==> config.mk <==
export PLATFORM = sky130hd
export DESIGN_NAME = q24alu_cell
export DESIGN_NICKNAME = d
export VERILOG_FILES = /design/src/q24alu_pkg.sv /design/src/q24alu_cell.sv
export SDC_FILE = /design/constraint.sdc
export NUM_CORES = 1
export LEC_CHECK = 0
export BUFFER_PORTS_ARGS = -buffer_cell sky130_fd_sc_hd__buf_2
export CAP_MARGIN = 10
export CORE_AREA = 2 2 144 146
export CTS_CLUSTER_DIAMETER = 40
export DETAILED_ROUTE_END_ITERATION = 16
export DIE_AREA = 0 0 146 148
export GPL_TIMING_DRIVEN = 0
export PLACE_DENSITY_LB_ADDON = 0.2
export SLEW_MARGIN = 20
export SYNTH_ARGS = -nofsm -noshare
export SYNTH_HDL_FRONTEND = slang
export SYNTH_SLANG_ARGS = --single-unit
==> constraint.sdc <==
create_clock -name clk -period 0.9 [get_ports clk]
set_input_delay 0.045 -clock clk [delete_from_list [all_inputs] [get_ports clk]]
set_output_delay 0.045 -clock clk [all_outputs]
set_load 0.05 [all_outputs]
==> src/q24alu_pkg.sv <==
// Package with opcodes, constants and the stage record of the Q24.8 ALU.
`timescale 1ns / 1ps
package q24alu_pkg;

    localparam int FRAC_BITS_DEFAULT = 8;

    typedef enum logic [3:0] {
        OP_ADD     = 4'd0,
        OP_SUB     = 4'd1,
        OP_MUL     = 4'd2,
        OP_DIV     = 4'd3,
        OP_GT      = 4'd4,
        OP_LT      = 4'd5,
        OP_GE      = 4'd6,
        OP_LE      = 4'd7,
        OP_EQ      = 4'd8,
        OP_NE      = 4'd9,
        OP_MIN     = 4'd10,
        OP_MAX     = 4'd11,
        OP_INC     = 4'd12,
        OP_DEC     = 4'd13,
        OP_TOINT   = 4'd14,
        OP_FROMINT = 4'd15
    } op_t;

    typedef struct packed {
        logic        vld;
        logic        neg;
        logic        dz;
        logic        is_div;
        logic [31:0] direct;
    } ctl_t;

endpackage

==> src/q24alu_cell.sv <==
// One cell of the divider chain: one restoring step on the running remainder.
`timescale 1ns / 1ps
module q24alu_cell #(
    parameter int NUM_W = 40
) (
    input  logic                 clk,
    input  logic                 rst_n,
    input  logic                 enable,
    input  q24alu_pkg::ctl_t     ctl_in,
    input  logic [NUM_W-1:0]     num_in,
    input  logic [32:0]          rem_in,
    input  logic [31:0]          den_in,
    input  logic [NUM_W-1:0]     quo_in,
    output q24alu_pkg::ctl_t     ctl_out,
    output logic [NUM_W-1:0]     num_out,
    output logic [32:0]          rem_out,
    output logic [31:0]          den_out,
    output logic [NUM_W-1:0]     quo_out
);
    logic [33:0]      trial;
    logic [33:0]      shifted;
    logic [32:0]      rem_next;
    logic [NUM_W-1:0] quo_next;
    logic [NUM_W-1:0] num_next;
    logic             vld_reg;
    q24alu_pkg::ctl_t ctl_reg;
    logic [NUM_W-1:0] num_reg;
    logic [32:0]      rem_reg;
    logic [31:0]      den_reg;
    logic [NUM_W-1:0] quo_reg;

    always_comb
    begin
        shifted  = {rem_in, num_in[NUM_W-1]};
        trial    = shifted - {2'b00, den_in};
        num_next = {num_in[NUM_W-2:0], 1'b0};
        if (!trial[33])
        begin
            rem_next = trial[32:0];
            quo_next = {quo_in[NUM_W-2:0], 1'b1};
        end
        else
        begin
            rem_next = shifted[32:0];
            quo_next = {quo_in[NUM_W-2:0], 1'b0};
        end
    end

    always_ff @(posedge clk or negedge rst_n)
    begin
        if (!rst_n)
        begin
            vld_reg <= 1'b0;
        end
        else if (enable)
        begin
            vld_reg <= ctl_in.vld;
        end
    end

    always_ff @(posedge clk)
    begin
        if (enable)
        begin
            ctl_reg <= ctl_in;
            num_reg <= num_next;
            rem_reg <= rem_next;
            den_reg <= den_in;
            quo_reg <= quo_next;
        end
    end

    always_comb
    begin
        ctl_out     = ctl_reg;
        ctl_out.vld = vld_reg;
    end

    assign num_out = num_reg;
    assign rem_out = rem_reg;
    assign den_out = den_reg;
    assign quo_out = quo_reg;
endmodule

==> results.py <==
metrics = {
    "placed_design": {
        "post-dp-hpwl_um": 15200,
        "place.gp.congestion": 0.777,
        "io_buffers": 362,
        "dpl_cell_area_um2": 10100,
        "place_inst": 1118,
    },
    "final_layout": {
        "multiInputGateArea_um2": 2420,
        "drive_gt1_share_pct": 46.9,
        "fin_cells": 1362,
        "largest_reg_flops": 40,
        "regArea_um2": 5400,
        "num-fill-cells": 1369,
        "area_growth_pct": 83.9,
        "finalInstanceArea_um2": 14200,
        "fin_nets": 1295,
    },
    "global_routing": {
        "grt_max_degree": 83,
        "grt_pass1_vias": 6728,
        "grt_pass1_wl_um": 38400,
        "grt.overflow.total": 0,
        "track_usage_pct": 23.3,
        "antenna_found_initial": 3,
    },
    "yosys": {
        "synth-main-ff-cell": "edfxtp_1",
        "yosys_register_bits": 180,
        "syn_inst": 485,
        "ys_seq_area_share_pct": 69.8,
        "async_flop_share_pct": 0.556,
        "netlist-cell-type-count": 62,
        "yosys.area.top_type_share_pct": 69.5,
        "yosys-top-cells-area": "edfxtp_1, ha_1, mux2_4, inv_1, xnor2_1",
        "syn_nets": 702,
        "ys_warn_count": 0,
        "syn_avg_cell_area_um2": 15.9,
        "synth_area_leader_cell": "edfxtp_1",
        "post_synth_instance_area_um2": 7730,
        "synth_edf_count": 179,
    },
    "run_status": {
        "violations": "negative setup slack",
        "status": "finished, violations left",
    },
    "sta": {
        "fmax_mhz": 412,
        "fin_crit_sh_pct": 269,
        "finalSetupViolations": 214,
        "period_minus_slack_ps": 2420,
        "final-max-slew-violation-count": 0,
        "hold_viol_final": 0,
        "worst_slew_pin_slew_ps": 501,
        "worst_slack_ps": -1520,
        "rsz0062_at_grt": "yes",
        "clock-skew-final_ps": 0,
        "maxSlewHeadroom_pct": 66.6,
    },
    "detailed_routing": {
        "routed-wl-met2_um": 14000,
        "dr.pass1.iters": 4,
        "maxUsedRoutingLayer": "met5",
        "wl_met3_um": 1890,
        "drtIter0Drc": 312,
        "ant_nets": 0,
        "drc": 0,
        "vias_per_cell": 4.78,
        "vias": 6507,
        "drt-met1-wl_um": 9580,
        "wirelength_um": 26200,
        "routedWlPerCell_um": 19.2,
    },
    "floorplan": {
        "rows": 52,
        "core_um2": 20000,
        "top_level_ports": 365,
        "start_util_pct": 38.6,
        "die_y_um": 148,
        "die_x_um": 146,
        "die_area_um2": 21600,
    },
    "setup_path": {
        "arrival_ps": 2610,
        "rr_startpoint": "vld_reg",
        "startpoint": "den_in[3]",
        "path_max_fanout": 5,
        "timing.critical_path.required_ps": 1080,
        "crit_type": "in2reg",
        "start_kind": "primary input",
        "endpoint_kind": "register",
    },
    "clocking": {
        "cts_buffer_depth": 2,
        "clkLatencyLatePin_ps": 420,
        "cts_tree": "built",
        "cts_made_buffers": 17,
        "clock-sinks": 180,
        "clk_pin_slew_ps": 80,
        "cts_root_buf": "clkbuf_16",
        "htreeDepth": 4,
    },
    "power_and_ir_drop": {
        "power_uw": 26500,
        "power.leakage_uw": 0.00612,
        "peakVddDrop_v": 0.00122,
        "p_per_area_nw_per_um2": 1860,
    },
    "worst_hold_path": {
        "hp-class": "in2reg",
        "hp-start": "rem_in[1]",
    },
    "run": {
        "max-cap-violations": 0,
    },
}
-- cell usage in the layout, fill, tap and decap left out, types with 3 or more instances in the layout --
| cell | Yosys | layout |
|---|---|---|
| xor2_1 | 8 | 8 |
| nand2_1 | 11 | 11 |
| dlygate4sd3_1 | 0 | 180 |
| a21oi_1 | 20 | 14 |
| a21o_1 | 15 | 15 |
| buf_6 | 1 | 191 |
| mux2_4 | 19 | 24 |
| nor3_1 | 7 | 6 |
| nand3_1 | 5 | 5 |
| edfxtp_1 | 179 | 179 |
| nor2b_1 | 5 | 4 |
| a21oi_2 | 3 | 4 |
| o21ai_1 | 3 | 9 |
| inv_2 | 0 | 3 |
| nand2b_1 | 5 | 4 |
| ha_2 | 0 | 4 |
| buf_12 | 0 | 3 |
| a31oi_1 | 5 | 5 |
| inv_4 | 0 | 4 |
| nand4_1 | 3 | 3 |
| ha_1 | 32 | 16 |
| buf_8 | 2 | 6 |
| a221o_1 | 3 | 3 |
| inv_1 | 42 | 35 |
| inv_8 | 0 | 5 |
| clkbuf_16 | 0 | 18 |
| buf_4 | 2 | 25 |
| a21oi_4 | 0 | 5 |
| o21a_1 | 4 | 4 |
| xnor2_1 | 18 | 18 |
| buf_2 | 2 | 172 |
| clkinv_8 | 0 | 4 |
| ha_4 | 0 | 12 |
| nor2_1 | 11 | 11 |
| and3_1 | 5 | 5 |
| o21ai_0 | 24 | 17 |
-- synthesized netlist by cell type (all sizes together), types with 2 or more instances --
| library cell | n |
|---|---|
| o31ai | 4 |
| o21ai | 27 |
| a21o | 15 |
| nand2b | 5 |
| nor2 | 12 |
| ha | 32 |
| clkbuf | 3 |
| a211oi | 5 |
| edfxtp | 179 |
| and4 | 2 |
| nor3 | 8 |
| o211ai | 3 |
| a21oi | 23 |
| mux2 | 25 |
| nand4 | 3 |
| nand3 | 5 |
| a2111oi | 2 |
| inv | 43 |
| a221o | 3 |
| xnor2 | 18 |
| and3 | 5 |
| o21a | 4 |
| buf | 7 |
| o21bai | 2 |
| nor2b | 5 |
| nand2 | 11 |
| and2 | 2 |
| a31oi | 6 |
| xor2 | 8 |
-- power by group --
part / leakage (uW) / switching, uW / internal (uW)
clock network: 0.000293 / 3770 / 3780
registers: 0.00176 / 393 / 10200
logic: 0.00406 / 4750 / 3620
-- final timing paths --
check	slack (ps)	end	cells past startpoint
hold / removal	30	rem_out[2]	3
setup / recovery	-1520	rem_out[30]	15
hold reg to reg	610	vld_reg	1
setup reg to reg	100	vld_reg	1
min in group asynchronous	460	vld_reg	3
max in group asynchronous	340	vld_reg	3
-- logic make-up after synthesis --
kind of cell / count (synthesis) / share of synthesized area, %
muxes: 26 / 4.69
and+or+nand+nor: 60 / 4.16
AOI/OAI and AO/OA: 106 / 9.75
adders and majority gates: 33 / 5.44
buffers and inverters: 53 / 3.15
xor gates and xnor gates: 26 / 2.94
DFF: 180 / 69.8
other: 1 / 0.0485
-- routing by layer --
metal / global-route usage [%] / vias up
li1: - / 3057
met1: 25.5 / 3132
met2: 42.5 / 262
met3: 7.10 / 52
met4: 8.74 / 4
met5: 0 / -
-- layout make-up --
class | instances | area share [%]
clock buffers | 17 | 2.99
repair buffers | 578 | 36.7
well taps | 270 | 2.37
clock inverters | 15 | 1.24
flip-flops and latches | 180 | 38.0
inverters | 43 | 1.29
diodes | 1 | 0.0176
plain buffers | 6 | 0.361
multi-input cells | 252 | 17.0
-- metrics by stage --
step	hold WS, ps	setup WS, ps	utilization, %	setup TNS, ps
after global routing	5.47	-1630	71.0	-83010
after global placement	-180	-2680	50.3	-531110
after CTS	1.36	-1560	69.7	-75830
after detailed placement	-178	-2320	50.5	-131030
final	27.8	-1520	71.0	-73130
after floorplan	-251	-1670	-	-52630
-- timing repair --
action / CTS / global route
hold endpoints to repair: 179 / 0
pin swaps: 19 / 26
endpoints found under the setup margin: 314 / 214
cloned: 2 / 1
setup buffers: 19 / 13
gates resized for setup: 392 / 41
hold buffers: 180 / 0
-- worst max-delay path, stage by stage --
cell and delay [ps]:
buf_8 100, inv_4 50, ha_4 210, buf_6 110, o211ai_1 240, a21oi_4 60
o41a_1 380, buf_6 150, a31oi_4 170, o31ai_4 120, a221o_1 370, buf_4 150
a21oi_2 120, xnor2_1 80, mux2_4 250
Power figures use the tool's default switching activity.
